File: config.mk
export PLATFORM = sky130hd
export DESIGN_NAME = gzci_queue
export DESIGN_NICKNAME = d
export VERILOG_FILES = /design/src/design/gzci_pkg.sv /design/src/design/gzci_queue.sv
export SDC_FILE = /design/constraint.sdc
export NUM_CORES = 1
export LEC_CHECK = 0
export BUFFER_PORTS_ARGS = -buffer_cell sky130_fd_sc_hd__buf_2
export CAP_MARGIN = 20
export CORE_MARGIN = 1.5
export CORE_UTILIZATION = 45
export CTS_BUF_LIST = sky130_fd_sc_hd__clkbuf_2 sky130_fd_sc_hd__clkbuf_4 sky130_fd_sc_hd__clkbuf_8
export DETAILED_ROUTE_END_ITERATION = 7
export PLACE_DENSITY = 0.85
export REMOVE_ABC_BUFFERS = 1
export SYNTH_ARGS = -nofsm -noshare
export SYNTH_HDL_FRONTEND = slang
export SYNTH_SLANG_ARGS = --single-unit
File: constraint.sdc
create_clock -name clk_i -period 3.7 [get_ports clk_i]
set_input_delay 0.185 -clock clk_i [delete_from_list [all_inputs] [get_ports clk_i]]
set_output_delay 0.185 -clock clk_i [all_outputs]
set_load 0.005 [all_outputs]
File: src/design/gzci_pkg.sv
package gzci_pkg;

  // register indexes on the configuration port
  typedef enum logic [2:0] {
    REG_LEFT_OFFSET  = 3'd0,
    REG_LOWER_OFFSET = 3'd1,
    REG_X_STEP       = 3'd2,
    REG_Y_STEP       = 3'd3,
    REG_COLUMN_COUNT = 3'd4,
    REG_ROW_COUNT    = 3'd5
  } reg_idx_e;

  localparam int unsigned CountW = 22;

  // one edge job handed from the front to the back
  typedef struct packed {
    logic        dir;       // 0 vertical, 1 horizontal
    logic        falling;
    logic [15:0] mag_num;   // |a| for rising, |b| for falling
    logic [16:0] mag_den;   // |a| + |b|
    logic [16:0] k;         // edge index
    logic [16:0] other;     // index on the other axis
    logic        last;
    logic        fresh;     // first job since a grid start, count restarts
  } edge_job_t;

  typedef enum logic [1:0] {
    BK_IDLE,
    BK_DIV,
    BK_MUL,
    BK_OUT
  } back_state_e;

  function automatic logic [15:0] mag16(input logic [15:0] v);
    logic [16:0] t;
    t = 17'h10000 - {1'b0, v};
    return v[15] ? t[15:0] : v;
  endfunction

endpackage

File: src/design/gzci_queue.sv
module gzci_queue (
  input  logic                clk_i,
  input  logic                rst_ni,
  input  logic                wr_valid_i,
  output logic                wr_ready_o,
  input  gzci_pkg::edge_job_t wr_data_i,
  output logic                rd_valid_o,
  input  logic                rd_ready_i,
  output gzci_pkg::edge_job_t rd_data_o
);
  import gzci_pkg::*;

  // two-entry fifo
  edge_job_t  mem_q [2];
  logic       wp_q, rp_q;
  logic [1:0] cnt_q;
  logic       do_wr, do_rd;

  assign wr_ready_o = (cnt_q != 2'd2);
  assign rd_valid_o = (cnt_q != 2'd0);
  assign rd_data_o  = mem_q[rp_q];
  assign do_wr      = wr_valid_i && wr_ready_o;
  assign do_rd      = rd_valid_o && rd_ready_i;

  always_ff @(posedge clk_i) begin
    if (do_wr) mem_q[wp_q] <= wr_data_i;
  end

  always_ff @(posedge clk_i or negedge rst_ni) begin
    if (!rst_ni) begin
      wp_q  <= 1'b0;
      rp_q  <= 1'b0;
      cnt_q <= '0;
    end else begin
      if (do_wr) wp_q <= !wp_q;
      if (do_rd) rp_q <= !rp_q;
      cnt_q <= cnt_q + 2'(do_wr) - 2'(do_rd);
    end
  end
endmodule

==> flow_summary.toml <==
[outcome]
status = "finished, violations left"
violations = "design-rule violations"

[floorplanning]
rows = 39
die_area_sq_um = 12500
coreArea_sq_um = 11500
die_x_um = 112
die_h_um = 112
start_util_pct = 46.4
pin_count = 148

[synth]
avgSynthCellArea_sq_um = 22.0
synth_area_leaders = "edfxtp_1 80%, mux2_2 15%, dfrtp_1 1.9%"
syn_area_sq_um = 5340
ys_seq_elements = 146
yosys.area.top_type = "edfxtp_1"
synth-seq-area-share_pct = 81.7
yosys_warnings = 0
synth_cell_types = 18
synth_cells = 243
yosysTopAreaCellShare_pct = 79.8

[sta]
timing.final.crit_share_pct = 62.0
fmax_mhz = 436
fin_ws_ns = 1.41
hold_viol = 0
slew_headroom_pct = 33.6
worst_slew_pin_slew_ns = 0.997
period_minus_slack_ns = 2.29
finalMaxSlewViolations = 0
holdWs_ns = 0.0690
final-setup-viol-count = 0
rsz0062_at_grt = "false"
fin_skew_ns = 0.00672

[grt]
antenna_found_initial = 0
grt_max_degree = 73
globalRouteOverflowTotal = 0
grt_pass1_vias = 3172
grt_pass1_wl_um = 15300
grt_use_total_pct = 16.5

[final_layout]
area_delta_synth_final_pct = 38.0
drive_gt1_share_pct = 52.5
final_cell_mix = "147 x buf_2, 142 x edfxtp_1, 73 x dlygate4sd3_1"
fin_area_sq_um = 7380
layout_commonest_cell = "buf_2"
nets = 551
final_util_pct = 64.1
n_antenna_cell = 0

[clocking]
tritoncts = "yes"
clockBufferDepth = 2
cts_resized = 0
post_cts_buffers = 0
numClockSinks = 146
cts.root.buffer_cell = "clkbuf_8"
cts-buffers-inserted = 17
clock_latency_ns = 0.44
path_clk_slew_ns = 0.08
h-tree-depth = 4

[drt]
route.detailed.drc = 9
wl_per_cell_um = 15.7
wirelength_um = 9910
drtAntennaViolNets = 0
viasPerCell = 4.76
drt_iter0_markers = 162
vias = 3002
first_pass_iters = 6

[setup_path]
path_class = "flip-flop to output port"
critPathArrivalTime_ns = 2.11
max_stage_delay_ns = 1.06
rr_worst_depth = 4
path_cells = "mux2_2, buf_2"
critPathSlowestCell = "dfrtp_4"
worst-path-max-fanout = 72
worst_setup_path_end_kind = "output port"
start_kind = "flip-flop"
cp.required_ns = 3.51

[pwr]
leakagePower_nw = 2.79
vdd_drop_max_mv = 0.483
total_power_mw = 5.04
cellPowerDensity_nw_per_um2 = 684

[placement]
placement.cell_area_sq_um = 6220
dp_hpwl_um = 5500
preCtsSetupSlack_ns = 1.74
gp_congestion = 0.709
io_buffer_count = 147

[flow_run]
maxCapViolCount = 0

[hold_path]
hp-class = "primary input to asynchronous set/reset pin"
cells by family after synthesis:
group	synth area share [%]
buffers and inverters	1.08
DFF	81.7
muxes	15.0
adders and majority gates	0.234
and+or+nand+nor	1.12
AOI/OAI and AO/OA	0.445
xor gates and xnor gates	0.492
flip-flops by register name (all words and copies together), names as in the netlist:
| name | flops |
|---|---|
| mem_q | 142 |
| wp_q | 1 |
| cnt_q | 2 |
| rp_q | 1 |
power by group:
part,switching (mW),internal (mW),leakage (nW),total (mW)
clock,0.552,0.712,0.214,1.26
sequential,0.245,2.27,1.37,2.51
combinational,0.540,0.726,1.21,1.27
total,1.34,3.71,2.79,5.04
cell usage after synthesis (all sizes together):
cell	instances
a311oi	1
nor4bb	1
or2	1
nand3	1
mux2	71
nor2	3
nand2b	1
ha	1
and3	1
buf	8
xnor2	3
nor2b	1
edfxtp	142
o21ba	1
nand2	2
dfrtp	4
o21ai	1
final timing paths:
check                           endpoint  slack [ns]       start
max                        rd_data_o[10]        1.41        rp_q
min                                 rp_q        0.07      rst_ni
max reg2reg                 mem_q[0][49]        1.78    cnt_q[0]
min reg2reg                         wp_q        0.56        wp_q
max in group asynchronous           rp_q        3.49      rst_ni
min in group clk_i                  wp_q        0.14  wr_valid_i
final cells by class:
class	count	area (sq um)
Clock buffer	24	324
Clock inverter	8	98.8
Fill cell	804	4140
Multi-Input combinational cell	89	933
Sequential cell	146	4370
Tap cell	143	179
Timing Repair Buffer	221	1470
critical path, delay by kind of cell (launching register included):
| family | cells | cell delay (ns) |
|---|---|---|
| flops | 1 | 1.06 |
| mux | 1 | 0.43 |
| buf+inv | 1 | 0.13 |
metrics by stage:
stage	instances	setup TNS [ns]
2_1_floorplan	235	-29.08
5_1_grt	631	0
3_5_place_dp	526	0
3_3_place_gp	526	0
6_report	631	0
4_1_cts	631	0
timing repair:
action / CTS / global route
endpoints found under the setup margin: 0 / 0
hold buffers: 73 / 0
endpoints found under the hold margin: 147 / 0
routing by layer:
metal  vias up  share of wire [%]  GRT usage (%)
met1      1451                 39           17.6
met4         0                2.6           8.35
met2       108                 52           28.9
met5         -                  0              0
met3        18                6.9           6.21
li1       1425                  -              -
Power figures use the tool's default switching activity.
