===== config.mk =====
export PLATFORM = sky130hd
export DESIGN_NAME = gzci_back
export DESIGN_NICKNAME = d
export VERILOG_FILES = /design/src/design/gzci_pkg.sv /design/src/design/gzci_back.sv
export SDC_FILE = /design/constraint.sdc
export NUM_CORES = 2
export LEC_CHECK = 0
export BUFFER_PORTS_ARGS = -buffer_cell sky130_fd_sc_hd__buf_2
export CORE_UTILIZATION = 67
export DETAILED_ROUTE_END_ITERATION = 10
export GPL_TIMING_DRIVEN = 0
export PLACE_DENSITY = 0.91
export SYNTH_ARGS = -nofsm -noshare
export SYNTH_HDL_FRONTEND = slang
export SYNTH_SLANG_ARGS = --single-unit

===== constraint.sdc =====
create_clock -name clk_i -period 26.1 [get_ports clk_i]
set_input_delay 5.22 -clock clk_i [delete_from_list [all_inputs] [get_ports clk_i]]
set_output_delay 5.22 -clock clk_i [all_outputs]
set_load 0.01 [all_outputs]

===== src/design/gzci_pkg.sv =====
package gzci_pkg;

  // register indexes on the configuration port
  typedef enum logic [2:0] {
    REG_LEFT_OFFSET  = 3'd0,
    REG_LOWER_OFFSET = 3'd1,
    REG_X_STEP       = 3'd2,
    REG_Y_STEP       = 3'd3,
    REG_COLUMN_COUNT = 3'd4,
    REG_ROW_COUNT    = 3'd5
  } reg_idx_e;

  localparam int unsigned CountW = 22;

  // one edge job handed from the front to the back
  typedef struct packed {
    logic        dir;       // 0 vertical, 1 horizontal
    logic        falling;
    logic [15:0] mag_num;   // |a| for rising, |b| for falling
    logic [16:0] mag_den;   // |a| + |b|
    logic [16:0] k;         // edge index
    logic [16:0] other;     // index on the other axis
    logic        last;
    logic        fresh;     // first job since a grid start, count restarts
  } edge_job_t;

  typedef enum logic [1:0] {
    BK_IDLE,
    BK_DIV,
    BK_MUL,
    BK_OUT
  } back_state_e;

  function automatic logic [15:0] mag16(input logic [15:0] v);
    logic [16:0] t;
    t = 17'h10000 - {1'b0, v};
    return v[15] ? t[15:0] : v;
  endfunction

endpackage


===== src/design/gzci_back.sv =====
module gzci_back (
  input  logic                clk_i,
  input  logic                rst_ni,
  input  logic                restart_i,
  input  logic [31:0]         left_offset_i,
  input  logic [31:0]         lower_offset_i,
  input  logic [31:0]         x_step_i,
  input  logic [31:0]         y_step_i,
  input  logic                job_valid_i,
  output logic                job_ready_o,
  input  gzci_pkg::edge_job_t job_i,
  output logic                out_valid_o,
  input  logic                out_ready_i,
  output logic [31:0]         point_x_o,
  output logic [31:0]         point_y_o,
  output logic                edge_direction_o,
  output logic [21:0]         crossing_total_o,
  output logic                last_of_run_o
);
  import gzci_pkg::*;

  back_state_e state_q, state_d;
  edge_job_t   job_q;
  logic [32:0] rem_q;     // restoring divider remainder
  logic [16:0] quo_q;
  logic [4:0]  cnt_q;
  logic [1:0]  mstep_q;
  logic [32:0] pos_q;     // Q16.16 position, up to 17 integer bits
  logic [32:0] opos_q;
  logic [63:0] acc_q;
  logic [31:0] px_q, py_q;
  logic        dir_q, last_q;
  logic [21:0] count_q;

  // restoring division step: quotient of num*65536/den, one bit a cycle
  logic [33:0] trial;
  assign trial = {rem_q, 1'b0} - {17'd0, job_q.mag_den};

  // shared 32x17 multiply on signed step, position split into two halves
  logic [31:0]        mstep;
  logic [16:0]        mpart;
  logic signed [49:0] prod;
  always_comb begin
    mstep = (mstep_q[1] ? !job_q.dir : job_q.dir) ? x_step_i : y_step_i;
    case (mstep_q)
      2'd0: mpart = {1'b0, pos_q[15:0]};
      2'd1: mpart = pos_q[32:16];
      2'd2: mpart = {1'b0, opos_q[15:0]};
      default: mpart = opos_q[32:16];
    endcase
    prod = $signed(mstep) * $signed({1'b0, mpart});
  end

  assign job_ready_o = (state_q == BK_IDLE);
  assign out_valid_o = (state_q == BK_OUT);

  always_comb begin
    state_d = state_q;
    case (state_q)
      BK_IDLE: if (job_valid_i) state_d = BK_DIV;
      BK_DIV:  if (cnt_q == 5'd15) state_d = BK_MUL;
      BK_MUL:  if (mstep_q == 2'd3) state_d = BK_OUT;
      BK_OUT:  if (out_ready_i) state_d = BK_IDLE;
      default: state_d = BK_IDLE;
    endcase
  end

  logic [16:0] frac;
  assign frac = trial[33] ? {quo_q[15:0], 1'b0} : {quo_q[15:0], 1'b1};

  logic [63:0] acc_next;
  always_comb begin
    case (mstep_q)
      2'd0, 2'd2: acc_next = 64'($signed(prod));
      default:    acc_next = acc_q + {prod[47:0], 16'd0};
    endcase
  end

  always_ff @(posedge clk_i or negedge rst_ni) begin
    if (!rst_ni) begin
      state_q <= BK_IDLE;
      count_q <= '0;
    end else begin
      state_q <= state_d;
      if (restart_i) count_q <= '0;
      else if (state_q == BK_IDLE && job_valid_i && job_i.fresh) count_q <= '0;
      else if (state_q == BK_OUT && out_ready_i) count_q <= count_q + 22'd1;
    end
  end

  always_ff @(posedge clk_i) begin
    case (state_q)
      BK_IDLE: begin
        job_q   <= job_i;
        rem_q   <= {17'd0, job_i.mag_num};
        quo_q   <= '0;
        cnt_q   <= '0;
        mstep_q <= '0;
      end
      BK_DIV: begin
        if (!trial[33]) rem_q <= trial[32:0];
        else            rem_q <= {rem_q[31:0], 1'b0};
        quo_q <= frac;
        cnt_q <= cnt_q + 5'd1;
        if (cnt_q == 5'd15) begin
          pos_q  <= job_q.falling ?
                    ({job_q.k, 16'd0} - {16'd0, frac}) :
                    ({job_q.k - 17'd1, 16'd0} + {16'd0, frac});
          opos_q <= {job_q.other, 16'd0};
        end
      end
      BK_MUL: begin
        acc_q   <= acc_next;
        mstep_q <= mstep_q + 2'd1;
        if (mstep_q == 2'd1) begin
          if (job_q.dir) px_q <= left_offset_i + acc_next[47:16];
          else           py_q <= lower_offset_i + acc_next[47:16];
        end
        if (mstep_q == 2'd3) begin
          if (job_q.dir) py_q <= lower_offset_i + acc_next[47:16];
          else           px_q <= left_offset_i + acc_next[47:16];
          dir_q  <= job_q.dir;
          last_q <= job_q.last;
        end
      end
      default: ;
    endcase
  end

  assign point_x_o        = px_q;
  assign point_y_o        = py_q;
  assign edge_direction_o = dir_q;
  assign crossing_total_o = count_q + 22'd1;
  assign last_of_run_o    = last_q;
endmodule

==> run metrics <==
max_cap viols=4; Crit path arrival time=16730 ps; register area share after synthesis=22.95%; first-pass GRT wire length=165.7 mm; Post-Syn Instances=3912; Port Buf Inserts=293; Via Count=30.63k; fin worst setup slack=9679 ps; total track usage=38.77%; post-synth net total=4870; mean post-synth cell area=9.299 µm²; Core Box Area=53710 µm²; post-synth cell types=78; vias per cell=6.161; Synth area leaders=fa_1 28%, edfxtp_1 21%, ha_1 8.3%; async set-or-reset flop fraction in the synthesized netlist=8.511%; Crit path top cell by count=fa_1; Hold Crit Depth=0; final wirelength=106.2 mm; cts repair resizes=0; nets@finish=5200; Reg2Reg Launch Point=mstep_q[1]; unrepaired setup endpoints after global routing=false; maximum clock insertion buffer count=3; Worst R2R Setup Slack=11890 ps; Commonest cells post-synth=632 x inv_1, 513 x fa_1, 461 x nor2_1; length of routed met3 wiring=12.18 mm; Post-synth EDFFs=258; R2R cell count=44; Routed WL per cell=21.37 µm; Final Hold Vio Count=0; met2 wire len=48.94 mm; DP HPWL=85.71 mm; DRC=0; worst skew pair latency=610 ps; dpl ws=9376 ps; Die X=235.0 µm; Top Ports=294; dpl cell area=38840 µm²; Slew HR=-8.144%; synth warn=0; TritonCTS clock tree=built; GP Congestion=1.027; leading area contributor after synthesis=fa_1; share of the synthesized area in the top cell type=28.23%; CP max-delay cell=mux2i_1; initial antenna violation count=15; Worst-Margin Slew=1611 ps; crit path launch type=input pin; crit path kind=input pin to register; # setup viols final=0; count leader, synth=inv_1; clk slew on worst S/H paths=60 ps; Routed Antenna Nets=0; crit end category=register; Starting DRT DRC Count=2934; shortest period the worst path allows=16420 ps; P&R area growth vs syn=9.531%; Post-Syn Area=36380 µm²; hold buffer count at cts=0; FF+latch count, synth=282; hold endpoint=opos_q[26]; largest net degree at the start of global routing=55; max frequency=60.90 MHz; setup TNS=0 ps; Setup Fix Bufs, Post-CTS=0; grt ovf=0; dominant synthesized flop cell=edfxtp_1; drt pass-1 iters=9; outcome=finished, violations left; Slew Limit Fails=34; Layout Skew=42.00 ps; top fanout value on the critical path=10; Cell Rows=85; Reg2Reg Capture Point=point_x_o[31]; final worst-path cycle share=62.91%; H-Tree Depth=1; cts bufs inserted=30; die height=235.0 µm; clk sink count=282; fin area=39840 µm²; vias in the first global route=31.10k; CTS Root Cell=clkbuf_16; CP max stage delay=1020 ps; violated checks=max-capacitance violations, max-slew violations; Required @ worst endpoint=26410 ps; max layer used=met5; Total Die Area=55230 µm²; Hold/Removal Path Class=register to register; ratio of cells with drive above 1 in the final layout=9.899%; initial core utilization=67.73%; met1 WL=37.22 mm; min-delay src=job_q[12]
metal layers:
metal  GRT usage (%)  vias up
met5           1.126        -
met4           23.13       12
met3           10.10      553
met2           61.95     1911
met1           47.49    14800
li1                -    13350
registers in the layout, indices dropped and copies added, names as in the netlist, 5 cells and up:
| register | cells |
|---|---|
| quo_q | 16 |
| pos_q | 33 |
| rem_q | 33 |
| opos_q | 17 |
| job_q | 54 |
| cnt_q | 5 |
| acc_q | 32 |
| point_y_o | 32 |
| point_x_o | 32 |
| count_q | 22 |
worst max-delay path by stage:
| stage | slack, ps | depth (start not counted) | from | endpoint |
|---|---|---|---|---|
| floorplan | 11510 | 37 | x_step_i[14] | point_x_o[31] |
| global placement | 9470 | 37 | x_step_i[14] | point_x_o[31] |
| detailed placement | 9380 | 37 | x_step_i[14] | point_x_o[31] |
| CTS | 9910 | 37 | x_step_i[14] | point_x_o[31] |
| global route | 9160 | 37 | x_step_i[14] | point_x_o[31] |
| finish | 9680 | 37 | x_step_i[14] | point_x_o[31] |
metrics by stage:
step,cells,utilization [%],hold WS [ps]
final,4971,74.19,424.6
after global routing,4969,74.18,421.0
after CTS,4959,74.12,420.6
after detailed placement,4906,72.32,405.7
after global placement,4901,72.08,402.3
after floorplan,3912,-,400.3
layout by cell type (no fill, tap or decap), drive strengths merged, types with 15 or more instances in the layout:
| cell type | instances |
|---|---|
| nand3 | 44 |
| ha | 241 |
| o21a | 37 |
| or3 | 22 |
| o21ai | 147 |
| inv | 633 |
| dfrtp | 24 |
| edfxtp | 258 |
| and2 | 33 |
| and3 | 26 |
| o31ai | 16 |
| mux2 | 33 |
| a21o | 77 |
| or2 | 15 |
| clkbuf | 156 |
| xor2 | 106 |
| clkinv | 16 |
| nand2 | 424 |
| nor2b | 27 |
| nor2 | 461 |
| mux2i | 42 |
| nand2b | 36 |
| xnor2 | 132 |
| nor3 | 42 |
| buf | 310 |
| a21oi | 195 |
| fa | 513 |
| a31oi | 19 |
| a22oi | 19 |
final cells by class:
cell class,count,area [µm²]
multi-input combinational,2860,25170
fill,3731,13860
sequential,282,8348
inverter,633,2376
timing repair buffer,298,1568
tap,696,870.8
clock buffer,31,754.5
buffer,137,519.2
clock inverter,22,209.0
antenna,12,30.03
worst max-delay path: cells and delay by family:
family / cells / cell delay, ps
adder cells (fa/ha/maj): 9 / 4100
AO/OA/AOI/OAI: 13 / 3760
multiplexers: 1 / 1020
buffers and inverters: 5 / 990
AND/OR/NAND/NOR: 5 / 990
XOR/XNOR: 4 / 640
cell families (layout without fill, tap and decap cells):
| group | count (synthesis) | count (layout) | share of synthesized area, % |
|---|---|---|---|
| compound gates | 616 | 616 | 10.65 |
| xor+xnor | 238 | 238 | 5.751 |
| fa+ha+maj | 754 | 754 | 36.52 |
| buf+inv | 770 | 1121 | 7.959 |
| flops | 282 | 282 | 22.95 |
| mux | 75 | 75 | 2.177 |
| other cells | 0 | 12 | 0 |
| simple gates | 1177 | 1177 | 13.99 |
Power is left out: the tool's default activity adds up to more than one toggle a clock period on the data nets, which glitch-free logic cannot reach.
